===== src/rtl/assert_macros.svh =====
// Assertion macros used by the envelope generator RTL.
`ifndef ASSERT_MACROS_SVH
`define ASSERT_MACROS_SVH

// Clocked property, disabled while reset is asserted
`define ADSR_ASSERT(label, prop, msg) \
  label: assert property (@(posedge clk_i) disable iff (!rst_ni) (prop)) else $error(msg);

// Implication form built on the macro above
`define ADSR_ASSERT_IMPL(label, ante, cons, msg) \
  `ADSR_ASSERT(label, (ante) |-> (cons), msg)

// Next-cycle implication form
`define ADSR_ASSERT_NEXT(label, ante, cons, msg) \
  `ADSR_ASSERT(label, (ante) |=> (cons), msg)

`endif


===== src/rtl/adsr_pkg.sv =====
// Types, constants and the RC step function of the ADSR envelope generator.
`timescale 1ns / 1ps

package adsr_pkg;

  // Q1.16 level, 65536 is full scale
  typedef logic [16:0] level_t;
  typedef logic [15:0] coeff_t;

  localparam level_t FULL_SCALE    = 17'd65536;
  localparam level_t ATTACK_TARGET = 17'd66847;  // 1.02 of full scale
  localparam level_t SNAP_LSB      = 17'd7;

  // Register reset values
  localparam coeff_t ATTACK_RST  = 16'd655;
  localparam coeff_t DECAY_RST   = 16'd65;
  localparam level_t SUSTAIN_RST = 17'd32768;
  localparam coeff_t RELEASE_RST = 16'd65;

  typedef enum logic [2:0] {
    ST_IDLE    = 3'd0,
    ST_ATTACK  = 3'd1,
    ST_DECAY   = 3'd2,
    ST_SUSTAIN = 3'd3,
    ST_RELEASE = 3'd4
  } adsr_stage_e;

  typedef enum logic [1:0] {
    REG_ATTACK  = 2'd0,
    REG_DECAY   = 2'd1,
    REG_SUSTAIN = 2'd2,
    REG_RELEASE = 2'd3
  } adsr_reg_e;

  typedef struct packed {
    coeff_t attack_coeff;
    coeff_t decay_coeff;
    level_t sustain_level;
    coeff_t release_coeff;
  } adsr_cfg_t;

  typedef struct packed {
    adsr_stage_e stage;
    level_t      level;
  } adsr_state_t;

  // One RC step: (coeff * span) >> 16, at least 1 LSB for a non-zero span, never past the target
  function automatic level_t rc_step(input coeff_t coeff, input level_t span);
    logic [32:0] prod;
    level_t      s;
    prod = {17'd0, coeff} * {16'd0, span};
    s    = prod[32:16];
    if ((s == '0) && (span != '0)) begin
      s = 17'd1;
    end
    if (s > span) begin
      s = span;
    end
    return s;
  endfunction

endpackage


===== src/rtl/adsr_if.sv =====
// Item channel interfaces of the envelope generator: gate in, envelope out.
`timescale 1ns / 1ps

interface adsr_in_if;
  logic valid;
  logic ready;
  logic gate;

  modport source (output valid, output gate, input ready);
  modport sink   (input valid, input gate, output ready);
endinterface

interface adsr_out_if;
  logic               valid;
  logic               ready;
  adsr_pkg::level_t   env_out;
  adsr_pkg::level_t   inv_env_out;

  modport source (output valid, output env_out, output inv_env_out, input ready);
  modport sink   (input valid, input env_out, input inv_env_out, output ready);
endinterface


===== src/rtl/adsr_step.sv =====
// Next-state datapath: gate edge detect, one RC step and the stage transitions.
`timescale 1ns / 1ps

module adsr_step (
  input  adsr_pkg::adsr_state_t cur_i,
  input  logic                  gate_i,
  input  logic                  last_gate_i,
  input  adsr_pkg::adsr_cfg_t   cfg_i,
  output adsr_pkg::adsr_state_t nxt_o
);

  adsr_pkg::level_t    sus;
  adsr_pkg::adsr_stage_e stage_eff;
  adsr_pkg::coeff_t    coeff;
  adsr_pkg::level_t    span;
  adsr_pkg::level_t    step;
  adsr_pkg::level_t    stepped;
  adsr_pkg::level_t    sus_dist;
  logic                up;

  // Saturate sustain at full scale
  assign sus = (cfg_i.sustain_level > adsr_pkg::FULL_SCALE) ?
               adsr_pkg::FULL_SCALE : cfg_i.sustain_level;

  // Gate edges override the stored stage
  always_comb begin
    if (gate_i && !last_gate_i) begin
      stage_eff = adsr_pkg::ST_ATTACK;
    end else if (!gate_i && last_gate_i) begin
      stage_eff = adsr_pkg::ST_RELEASE;
    end else begin
      stage_eff = cur_i.stage;
    end
  end

  // Operand selection for the single shared multiply
  always_comb begin
    coeff = cfg_i.release_coeff;
    span  = cur_i.level;
    up    = 1'b0;
    unique case (stage_eff)
      adsr_pkg::ST_ATTACK: begin
        coeff = cfg_i.attack_coeff;
        span  = adsr_pkg::ATTACK_TARGET - cur_i.level;
        up    = 1'b1;
      end
      adsr_pkg::ST_DECAY: begin
        coeff = cfg_i.decay_coeff;
        up    = (sus >= cur_i.level);
        span  = up ? (sus - cur_i.level) : (cur_i.level - sus);
      end
      default: begin
        coeff = cfg_i.release_coeff;
        span  = cur_i.level;
        up    = 1'b0;
      end
    endcase
  end

  assign step     = adsr_pkg::rc_step(coeff, span);
  assign stepped  = up ? (cur_i.level + step) : (cur_i.level - step);
  assign sus_dist = (sus >= stepped) ? (sus - stepped) : (stepped - sus);

  // Clamp, snap and stage transitions
  always_comb begin
    nxt_o.stage = stage_eff;
    nxt_o.level = stepped;
    unique case (stage_eff)
      adsr_pkg::ST_ATTACK: begin
        if (stepped >= adsr_pkg::FULL_SCALE) begin
          nxt_o.level = adsr_pkg::FULL_SCALE;
          nxt_o.stage = adsr_pkg::ST_DECAY;
        end
      end
      adsr_pkg::ST_DECAY: begin
        if (sus_dist < adsr_pkg::SNAP_LSB) begin
          nxt_o.level = sus;
          nxt_o.stage = adsr_pkg::ST_SUSTAIN;
        end
      end
      adsr_pkg::ST_SUSTAIN: begin
        nxt_o.level = sus;
      end
      adsr_pkg::ST_RELEASE: begin
        if (stepped < adsr_pkg::SNAP_LSB) begin
          nxt_o.level = '0;
          nxt_o.stage = adsr_pkg::ST_IDLE;
        end
      end
      default: begin
        // idle, and any code without meaning, holds the level at zero
        nxt_o.level = '0;
      end
    endcase
  end

endmodule


===== src/rtl/adsr_envelope_generator_unit.sv =====
// Top level of the ADSR envelope generator: state, registers, APB port, handshakes.
//
//  channel  | dir | handshake        | payload
//  ---------+-----+------------------+------------------------------------
//  in_i     | in  | valid / ready    | gate (1)
//  out_o    | out | valid / ready    | env_out (17), inv_env_out (17)
//  apb      | in  | psel/penable     | paddr (4), pwdata/prdata (32)
//
//  One item per cycle while the result register is free or being taken: the
//  next level is worked out from the state registers in a single pass through
//  one 16x17 multiply and lands in the result register, valid in the next cycle.
//  The input is ready whenever the result register is empty or being taken.
//  Reset clears the stage, level and gate history and loads register defaults.
`timescale 1ns / 1ps
`include "assert_macros.svh"

module adsr_envelope_generator_unit (
  input  logic        clk_i,
  input  logic        rst_ni,
  adsr_in_if.sink     in_i,
  adsr_out_if.source  out_o,
  input  logic        psel,
  input  logic        penable,
  input  logic        pwrite,
  input  logic [3:0]  paddr,
  input  logic [31:0] pwdata,
  output logic [31:0] prdata,
  output logic        pready
);

  adsr_pkg::adsr_cfg_t   cfg_q;
  adsr_pkg::adsr_state_t state_q, state_d;
  logic                  last_gate_q;
  logic                  out_valid_q;
  adsr_pkg::level_t      env_q;
  adsr_pkg::level_t      inv_q;
  logic                  in_fire;
  logic                  cfg_wr;
  adsr_pkg::adsr_reg_e   reg_sel;

  assign reg_sel = adsr_pkg::adsr_reg_e'(paddr[3:2]);
  assign pready  = 1'b1;
  assign cfg_wr  = psel && penable && pwrite && pready;

  // Configuration registers
  always_ff @(posedge clk_i or negedge rst_ni) begin
    if (!rst_ni) begin
      cfg_q.attack_coeff  <= adsr_pkg::ATTACK_RST;
      cfg_q.decay_coeff   <= adsr_pkg::DECAY_RST;
      cfg_q.sustain_level <= adsr_pkg::SUSTAIN_RST;
      cfg_q.release_coeff <= adsr_pkg::RELEASE_RST;
    end else if (cfg_wr) begin
      unique case (reg_sel)
        adsr_pkg::REG_ATTACK:  cfg_q.attack_coeff  <= pwdata[15:0];
        adsr_pkg::REG_DECAY:   cfg_q.decay_coeff   <= pwdata[15:0];
        adsr_pkg::REG_SUSTAIN: cfg_q.sustain_level <= pwdata[16:0];
        adsr_pkg::REG_RELEASE: cfg_q.release_coeff <= pwdata[15:0];
        default: ;
      endcase
    end
  end

  // Register read-back
  always_comb begin
    unique case (reg_sel)
      adsr_pkg::REG_ATTACK:  prdata = {16'd0, cfg_q.attack_coeff};
      adsr_pkg::REG_DECAY:   prdata = {16'd0, cfg_q.decay_coeff};
      adsr_pkg::REG_SUSTAIN: prdata = {15'd0, cfg_q.sustain_level};
      adsr_pkg::REG_RELEASE: prdata = {16'd0, cfg_q.release_coeff};
      default:               prdata = '0;
    endcase
  end

  // Handshake: accept while the result slot is free or draining
  assign in_i.ready = !out_valid_q || out_o.ready;
  assign in_fire    = in_i.valid && in_i.ready;

  adsr_step u_step (
    .cur_i       (state_q),
    .gate_i      (in_i.gate),
    .last_gate_i (last_gate_q),
    .cfg_i       (cfg_q),
    .nxt_o       (state_d)
  );

  // Envelope state
  always_ff @(posedge clk_i or negedge rst_ni) begin
    if (!rst_ni) begin
      state_q.stage <= adsr_pkg::ST_IDLE;
      state_q.level <= '0;
      last_gate_q   <= 1'b0;
    end else if (in_fire) begin
      state_q     <= state_d;
      last_gate_q <= in_i.gate;
    end
  end

  // Result valid flag
  always_ff @(posedge clk_i or negedge rst_ni) begin
    if (!rst_ni) begin
      out_valid_q <= 1'b0;
    end else if (in_fire) begin
      out_valid_q <= 1'b1;
    end else if (out_o.ready) begin
      out_valid_q <= 1'b0;
    end
  end

  // Result payload
  always_ff @(posedge clk_i) begin
    if (in_fire) begin
      env_q <= state_d.level;
      inv_q <= adsr_pkg::FULL_SCALE - state_d.level;
    end
  end

  assign out_o.valid       = out_valid_q;
  assign out_o.env_out     = env_q;
  assign out_o.inv_env_out = inv_q;

  // Checks
  `ADSR_ASSERT_IMPL(a_inv_sum, out_valid_q, ({1'b0, env_q} + {1'b0, inv_q}) == 18'd65536, "envelope and inverse do not sum to full scale")
  `ADSR_ASSERT(a_level_range, state_q.level <= adsr_pkg::FULL_SCALE, "level above full scale")
  `ADSR_ASSERT_IMPL(a_idle_zero, state_q.stage == adsr_pkg::ST_IDLE, state_q.level == '0, "idle with non-zero level")
  `ADSR_ASSERT_NEXT(a_fire_valid, in_fire, out_valid_q, "accepted item produced no result")

endmodule


===== src/flat_wrapper.sv =====
// flat-port wrapper written by rule: the top's interface ports become plain ports
module adsr_envelope_generator_unit_flat 
  (clk_i, rst_ni, psel, penable, pwrite, paddr, pwdata, prdata, pready, in_i_valid, in_i_gate, in_i_ready, out_o_valid, out_o_env_out, out_o_inv_env_out, out_o_ready);
  adsr_in_if in_i_i ();
  adsr_out_if out_o_i ();
  input  logic clk_i;
  input  logic rst_ni;
  input  logic psel;
  input  logic penable;
  input  logic pwrite;
  input  logic [3:0] paddr;
  input  logic [31:0] pwdata;
  output logic [31:0] prdata;
  output logic pready;
  input wire logic [$bits(in_i_i.valid)-1:0] in_i_valid;
  input wire logic [$bits(in_i_i.gate)-1:0] in_i_gate;
  output wire logic [$bits(in_i_i.ready)-1:0] in_i_ready;
  output wire logic [$bits(out_o_i.valid)-1:0] out_o_valid;
  output wire logic [$bits(out_o_i.env_out)-1:0] out_o_env_out;
  output wire logic [$bits(out_o_i.inv_env_out)-1:0] out_o_inv_env_out;
  input wire logic [$bits(out_o_i.ready)-1:0] out_o_ready;
  assign in_i_i.valid = in_i_valid;
  assign in_i_i.gate = in_i_gate;
  assign in_i_ready = in_i_i.ready;
  assign out_o_valid = out_o_i.valid;
  assign out_o_env_out = out_o_i.env_out;
  assign out_o_inv_env_out = out_o_i.inv_env_out;
  assign out_o_i.ready = out_o_ready;
  adsr_envelope_generator_unit u_core (.clk_i(clk_i), .rst_ni(rst_ni), .in_i(in_i_i), .out_o(out_o_i), .psel(psel), .penable(penable), .pwrite(pwrite), .paddr(paddr), .pwdata(pwdata), .prdata(prdata), .pready(pready));
endmodule

===== config.mk =====
export PLATFORM = sky130hd
export DESIGN_NAME = adsr_envelope_generator_unit_flat
export DESIGN_NICKNAME = d
export VERILOG_FILES = /design/src/rtl/adsr_pkg.sv /design/src/rtl/adsr_if.sv /design/src/rtl/adsr_step.sv /design/src/rtl/adsr_envelope_generator_unit.sv /design/src/flat_wrapper.sv
export VERILOG_INCLUDE_DIRS = /design/src /design/src/rtl
export SDC_FILE = /design/constraint.sdc
export NUM_CORES = 1
export LEC_CHECK = 0
export BUFFER_PORTS_ARGS = -buffer_cell sky130_fd_sc_hd__buf_2
export CORE_MARGIN = 2
export CORE_UTILIZATION = 30
export DETAILED_ROUTE_END_ITERATION = 10
export GPL_ROUTABILITY_DRIVEN = 0
export PLACE_DENSITY = 0.46
export SYNTH_ARGS = -nofsm -noshare
export SYNTH_HDL_FRONTEND = slang
export SYNTH_SLANG_ARGS = --single-unit

===== constraint.sdc =====
create_clock -name clk_i -period 53 [get_ports clk_i]
set_input_delay 7.95 -clock clk_i [delete_from_list [all_inputs] [get_ports clk_i]]
set_output_delay 7.95 -clock clk_i [all_outputs]
set_load 0.02 [all_outputs]

==> results of run 1 <==
flip-flops by register name (all words and copies together), names as in the netlist:
name                      count
u_core.cfg_q                 65
u_core.state_q               20
u_core.out_o.inv_env_out     17
u_core.out_o.env_out         16
u_core.last_gate_q            1
u_core.out_o.valid            1
stage by stage:
| stage | worst slack [ns] | hold slack (ns) | utilization, % | area, um^2 | instances |
|---|---|---|---|---|---|
| 5_1_grt | 21.87 | 0.543 | 33.0 | 23000 | 3457 |
| 4_1_cts | 23.58 | 0.522 | 33.0 | 23000 | 3457 |
| 3_5_place_dp | 23.22 | 0.509 | 32.1 | 22400 | 3425 |
| 3_3_place_gp | 23.47 | 0.499 | 32.1 | 22400 | 3425 |
| 2_1_floorplan | 27.15 | 0.489 | - | 21100 | 2497 |
| 6_report | 23.15 | 0.522 | 33.0 | 23000 | 3457 |
path summary, 6_finish.rpt:
| path | from | to | slack, ns | cells after the start |
|---|---|---|---|---|
| setup reg to reg | u_core.cfg_q[32] | u_core.out_o.inv_env_out[16] | 27.63 | 78 |
| hold / removal | u_core.cfg_q[55] | u_core.cfg_q[55] | 0.52 | 1 |
| hold reg to reg | u_core.cfg_q[55] | u_core.cfg_q[55] | 0.52 | 1 |
| min in group asynchronous | rst_ni | u_core.cfg_q[48] | 7.39 | 1 |
| setup / recovery | in_i_gate | u_core.out_o.inv_env_out[16] | 23.15 | 76 |
| max in group asynchronous | rst_ni | u_core.state_q[15] | 44.40 | 2 |
metal layers:
metal / wire length [um] / global-route usage (%)
met1: 34600 / 29.8
met3: 4490 / 2.44
met4: 2520 / 7.03
met5: 0 / 0
met2: 35100 / 34.3
cells in the mapped netlist, drive strengths merged, types with 14 or more instances:
master | count | share of area (%)
inv | 353 | 6.3
nand2 | 289 | 5.1
fa | 212 | 20
ha | 202 | 12
nor2 | 163 | 2.9
a21oi | 154 | 3.7
o21ai | 102 | 2.4
clkbuf | 83 | 1.5
dfrtp | 76 | 9.0
mux2 | 70 | 3.7
a21o | 62 | 2.2
xnor2 | 52 | 2.2
nor3 | 47 | 1.2
buf | 41 | 1.2
nand3 | 41 | 0.97
edfxtp | 33 | 4.7
xor2 | 28 | 1.2
mux2i | 27 | 1.3
nand4 | 27 | 0.80
and3 | 25 | 0.77
and2 | 21 | 0.62
nand2b | 20 | 0.59
or3 | 19 | 0.56
o21a | 18 | 0.65
a211oi | 17 | 0.63
a221oi | 17 | 0.71
o211ai | 17 | 0.61
mux4 | 16 | 1.7
nor4 | 16 | 0.50
a31oi | 14 | 0.42
layout make-up:
class                      instances  area share (%)
multi-input combinational       1893            69.9
tap                              940            5.11
clock buffer                      17            1.85
inverter                         360            5.88
clock inverter                    15           0.609
timing repair buffer             112            2.81
sequential                       120            13.8
cell families (layout without fill, tap and decap cells):
kind of cell	Yosys count	count (layout)	synth area share, %
and+or+nand+nor	722	722	16.1
AOI/OAI and AO/OA	548	548	17.4
other	2	16	0.0356
adders and majority gates	414	414	32.1
muxes	113	113	6.73
DFF	120	120	15.1
xor gates and xnor gates	80	80	3.33
buffers and inverters	484	504	9.12
==> qor.txt, run 1 <==
OUTCOME
----------------------------------------------------------------------------
Status ........................................................ complete, no violations

TIMING
----------------------------------------------------------------------------
Maximum achievable frequency ..................................     33.5 MHz
Slew at the pin closest to its max-slew limit .................      1.17 ns
Final worst clock skew ........................................    0.0105 ns
Final Max Tran Viols ..........................................            0
Final hold violation count ....................................            0
Final sum of negative setup slack .............................         0 ns
Fin crit period ...............................................     29.85 ns
Fraction of the cycle the final worst path needs ..............        56.3%
Worst-case headroom to the max-slew limit .....................        21.9%
Setup repair after global routing missed its margin ...........        false
Final setup violation count ...................................            0

FLOORPLAN
----------------------------------------------------------------------------
Overall die area ..............................................   72400 um^2
Ports placed on the boundary ..................................          113
DIE HEIGHT ....................................................       269 um
Count of standard-cell rows ...................................           97
Floorplan Core Area ...........................................   69800 um^2
DIE WIDTH .....................................................       269 um
Initial cell density of the core ..............................        30.2%

GLOBAL ROUTING
----------------------------------------------------------------------------
Overall fraction of global-route tracks in use ................        21.3%
Global route overflow .........................................            0
Pin count of the biggest net entering global routing ..........           68
Global-route wire length before repair ........................    116000 um
Antenna violations before repair ..............................            1
Number of global-route vias before repair .....................        18800

WORST SETUP PATH
----------------------------------------------------------------------------
Setup CP Type ................................................. primary input to register
CP max-delay cell .............................................       nor2_2
Kind of cell adding the most delay to the critical path ....... compound AO/OA/AOI/OAI gates
Worst EP required .............................................     53.17 ns
CP Buf/Inv Count ..............................................            9
Sort of element at the start of the critical path ............. primary input
Critical path's largest stage delay ...........................      0.78 ns
Arrival time reported for the critical path endpoint ..........     30.02 ns
Largest fanout on the critical path ...........................           23
Endpoint type of the worst setup path .........................     register

SYNTHESIS
----------------------------------------------------------------------------
Number of synthesized register bits ...........................          120
Register area share after synthesis ...........................        15.1%
Post-synthesis average cell area ..............................    8.49 um^2
Gate count of the mapped netlist ..............................         2483
Synthesized area ..............................................   21100 um^2
Number of distinct library cells after synthesis ..............          100
Most instantiated flip-flop cell in the synthesis netlist .....      dfrtp_1
Number of enable flip-flop cells after synthesis ..............           33
FFs w/ async S/R, synth .......................................        72.5%
Number of warnings printed during yosys synthesis .............            0

CLOCK TREE
----------------------------------------------------------------------------
CTS H-tree depth ..............................................            4
Total of cells resized after clock tree synthesis .............            0
Buffer depth of the longest clock path ........................            2
Total clock buffers created by CTS ............................           17
Clock Sink Count ..............................................          120
Clock tree from TritonCTS .....................................         done
Clock latency at the later pin of the worst-skew pair .........      0.43 ns
Post-cts hold buffer count ....................................            0
CTS clk-pin slew, worst paths .................................      0.06 ns
Post-CTS setup repair buffer count ............................            0
Root buffer cell ..............................................    clkbuf_16

MIN PATH
----------------------------------------------------------------------------
Type of the worst min-delay path .............................. register to register

CELLS AND AREA
----------------------------------------------------------------------------
Multi-input logic area ........................................   16100 um^2
Fraction of layout cells with a size suffix above 1 ...........        11.5%
Most common library cell in the layout ignoring fill and taps .        inv_1
Area overhead of the layout relative to synthesis .............        9.15%
Net count, final ..............................................         2962
Filler Cells Inserted .........................................         7335
Sequential cell area ..........................................    3180 um^2
Commonest non-fill, non-tap cells in the layout ............... inv_1, nand2_1, fa_1, ha_1, nor2_1
N_diodes ......................................................            0

RUN
----------------------------------------------------------------------------
Max-capacitance violation count ...............................            0

ROUTING
----------------------------------------------------------------------------
First DRT Iteration DRCs ......................................         1562
Routed wire length ............................................     76700 um
Vias post-DR ..................................................        18700
DRC violation count after routing .............................            0
Number of routed nets with antenna violations .................            0
Routed wire per std cell ......................................      22.2 um
Post-detailed-route via-to-cell ratio .........................         5.41
Length of the first detailed-routing pass in iterations .......            5

PLACE
----------------------------------------------------------------------------
Hpwl dp .......................................................     61200 um
IO buf count ..................................................           79

Power of run 1 is left out: the tool's default activity adds up to more than one toggle a clock period on the data nets, which glitch-free logic cannot reach.
==> inputs of run 2 (changes only) <==
ABC_AREA = 1   (was not set)
clock period = 28.6 ns   (was 53 ns; I/O delays follow)
==> run 2 against run 1 <==
Flip-flop and latch count unchanged. Routed wire length decreased by 2.4%. Non-clock buffer count decreased by 6. Synthesized cell count increased by 19%. Via count increased by 3.3%.
==> qor.txt, run 2 <==
WORST SETUP PATH
----------------------------------------------------------------------------------
Critical path's largest stage delay .................................      0.65 ns   was 0.78 ns
Source of the worst register-to-register timing path ................ u_core.cfg_q[24]   was u_core.cfg_q[32]
Endpoint type of the worst setup path ...............................     register   unchanged
Setup CP Type ....................................................... primary input to register   unchanged
CP max-delay cell ...................................................      nand2_1   was nor2_2
Largest fanout on the critical path .................................           33   was 23
Arrival time reported for the critical path endpoint ................     23.53 ns   was 30.02 ns
Worst EP required ...................................................     28.80 ns   was 53.17 ns
Dominant cell type by count on the critical path ....................      nand2_1
Length in cells of the worst reg-to-reg path ........................           91   was 78
Worst reg2reg setup slack ...........................................      6.67 ns   was 27.63 ns
Sort of element at the start of the critical path ................... primary input   unchanged
CP Buf/Inv Count ....................................................           12   was 9
R2r endpoint ........................................................ u_core.out_o.inv_env_out[10]   was u_core.out_o.inv_env_out[16]
Kind of cell adding the most delay to the critical path ............. simple AND/OR/NAND/NOR gates   was compound AO/OA/AOI/OAI gates

CLOCK TREE
----------------------------------------------------------------------------------
Root buffer cell ....................................................    clkbuf_16   unchanged
Total clock buffers created by CTS ..................................           17   unchanged
CTS H-tree depth ....................................................            4   unchanged
Post-CTS setup repair buffer count ..................................            0   unchanged
Post-cts hold buffer count ..........................................            0   unchanged
Total of cells resized after clock tree synthesis ...................            0   unchanged
Clock tree from TritonCTS ...........................................         done   unchanged
Buffer depth of the longest clock path ..............................            2   unchanged
Clock latency at the later pin of the worst-skew pair ...............      0.45 ns   was 0.43 ns
Clock Sink Count ....................................................          120   unchanged
CTS clk-pin slew, worst paths .......................................      0.07 ns   was 0.06 ns

SYNTHESIS
----------------------------------------------------------------------------------
Synthesized area ....................................................   21200 um^2   was 21100 um^2
Synth top area cells ................................................ fa_1, nand2_1, ha_1   was fa_1, ha_1, dfrtp_1
Most instantiated flip-flop cell in the synthesis netlist ...........      dfrtp_1   unchanged
Number of enable flip-flop cells after synthesis ....................           33   unchanged
Gate count of the mapped netlist ....................................         2960   was 2483
Biggest area consumer among synthesized cells .......................         fa_1   unchanged
Number of synthesized register bits .................................          120   unchanged
Synth cell count leaders ............................................ nand2_1, inv_1, nor2_1   was inv_1, nand2_1, fa_1
Most numerous cell in the Yosys netlist .............................      nand2_1   was inv_1
Register area share after synthesis .................................        15.0%   was 15.1%
Post-synthesis average cell area ....................................    7.16 um^2   was 8.49 um^2
Portion of synthesized cell area occupied by the leading cell type ..        20.0%   was 20.1%
FFs w/ async S/R, synth .............................................        72.5%   unchanged
Number of warnings printed during yosys synthesis ...................            0   unchanged
Number of distinct library cells after synthesis ....................           65   was 100

ROUTING
----------------------------------------------------------------------------------
Vias post-DR ........................................................        19300   was 18700
Routed wire length ..................................................     74900 um   was 76700 um
DRC violation count after routing ...................................            0   unchanged
Length of the first detailed-routing pass in iterations .............            6   was 5
Routed wire per std cell ............................................      19.0 um   was 22.2 um
Number of routed nets with antenna violations .......................            0   unchanged
First DRT Iteration DRCs ............................................         1375   was 1562
Post-detailed-route via-to-cell ratio ...............................         4.89   was 5.41

TIMING
----------------------------------------------------------------------------------
Setup repair after global routing missed its margin .................        false   unchanged
Fraction of the cycle the final worst path needs ....................        81.6%
Final sum of negative setup slack ...................................         0 ns   unchanged
Fin crit period .....................................................     23.34 ns
Final setup violation count .........................................            0   unchanged
Worst-case headroom to the max-slew limit ...........................        27.0%   was 21.9%
Final hold violation count ..........................................            0   unchanged
Slew at the pin closest to its max-slew limit .......................      1.09 ns   was 1.17 ns
Final worst clock skew ..............................................    0.0153 ns   was 0.0105 ns
Final Max Tran Viols ................................................            0   unchanged
Maximum achievable frequency ........................................     42.9 MHz

FLOORPLAN
----------------------------------------------------------------------------------
Initial cell density of the core ....................................        30.3%   was 30.2%
Ports placed on the boundary ........................................          113   unchanged
Floorplan Core Area .................................................   70000 um^2   was 69800 um^2
Overall die area ....................................................   72800 um^2   was 72400 um^2
Count of standard-cell rows .........................................           97   unchanged
DIE HEIGHT ..........................................................       270 um   was 269 um
DIE WIDTH ...........................................................       270 um   was 269 um

CELLS AND AREA
----------------------------------------------------------------------------------
Largest register by flop count ...................................... u_core.cfg_q   unchanged
Flip-flop count of the largest register, all copies and words added .           65   unchanged
Area overhead of the layout relative to synthesis ...................        9.16%   was 9.15%
N_diodes ............................................................            0   unchanged
Commonest non-fill, non-tap cells in the layout ..................... nand2_1, inv_1, nor2_1, fa_1, ha_1   was inv_1, nand2_1, fa_1, ha_1, nor2_1
Fraction of layout cells with a size suffix above 1 .................        7.94%   was 11.5%
Net count, final ....................................................         3454   was 2962
Most common library cell in the layout ignoring fill and taps .......      nand2_1   was inv_1

GLOBAL ROUTING
----------------------------------------------------------------------------------
Number of global-route vias before repair ...........................        19400   was 18800
Global-route wire length before repair ..............................    117000 um   was 116000 um
Overall fraction of global-route tracks in use ......................        20.8%   was 21.3%
Global route overflow ...............................................            0   unchanged
Pin count of the biggest net entering global routing ................           68   unchanged
Antenna violations before repair ....................................            0   was 1

MIN PATH
----------------------------------------------------------------------------------
Worst hold stages ...................................................            2   was 1
Worst Hold Launch ................................................... u_core.cfg_q[7]   was u_core.cfg_q[55]
Type of the worst min-delay path .................................... register to register   unchanged
Worst Hold End ...................................................... u_core.cfg_q[7]   was u_core.cfg_q[55]

RUN
----------------------------------------------------------------------------------
Max-capacitance violation count .....................................            0   unchanged

PLACE
----------------------------------------------------------------------------------
Hpwl dp .............................................................     59500 um   was 61200 um
IO buf count ........................................................           79   unchanged

OUTCOME
----------------------------------------------------------------------------------
Status .............................................................. complete, no violations   unchanged

==> run 2: changes by cell type after synthesis, sizes merged, moves of 22 or more <==
cell / change
nor2: +91
nand3: +92
mux2i: -23
xnor2: -31
nand2: +489
xor2: +28
o21ai: +95
and3: -22
a21o: -52
inv: +169
mux2: -70
==> run 2: per-stage QoR <==
step / hold slack [ns] / utilization [%] / instance area [um^2] / setup WS, ns / std cells
CTS: 0.495 / 33.0 / 23100 / 5.17 / 3949
floorplan: 0.453 / - / 21200 / 9.20 / 2974
global placement: 0.469 / 32.2 / 22500 / 4.61 / 3917
finish: 0.493 / 33.0 / 23100 / 5.26 / 3949
detailed placement: 0.478 / 32.2 / 22500 / 4.75 / 3917
global route: 0.518 / 33.0 / 23100 / 3.50 / 3949
==> run 2: layout make-up <==
class / count / area, um^2
multi-input combinational: 2222 / 15600
inverter: 529 / 1990
sequential: 120 / 3180
tap: 940 / 1180
clock buffer: 18 / 450
fill: 7688 / 46900
timing repair buffer: 106 / 601
clock inverter: 14 / 151
==> run 2: worst max-delay path by stage <==
stage	to	depth (start not counted)	startpoint
detailed placement	u_core.out_o.inv_env_out[10]	86	in_i_gate
floorplan	u_core.out_o.inv_env_out[16]	91	in_i_gate
finish	u_core.out_o.inv_env_out[10]	82	in_i_gate
global route	u_core.out_o.inv_env_out[14]	86	in_i_gate
CTS	u_core.out_o.inv_env_out[10]	86	in_i_gate
global placement	u_core.out_o.inv_env_out[16]	84	in_i_gate
==> run 2: cells by family after synthesis <==
logic type / Yosys count / share of synthesized area, %
buf+inv: 632 / 11.7
mux: 4 / 0.189
xor+xnor: 77 / 3.18
compound gates: 445 / 12.1
fa+ha+maj: 414 / 31.9
other cells: 2 / 0.0354
simple gates: 1266 / 25.8
flops: 120 / 15.0
==> run 2: tightest hold or removal path, cell delays in order (launching register included) <==
cell	delay (ns)
dfrtp_1	0.34
nand2_1	0.05
o21ai_0	0.06
==> run 2: per-layer routing <==
metal	vias up	share of wire, %	track usage [%]
met5	-	0	0
met3	59	3.8	1.88
met2	465	48	35.8
met4	0	1.5	3.77
li1	9414	-	-
met1	9370	47	28.6
Power of run 2 is left out for the same reason.
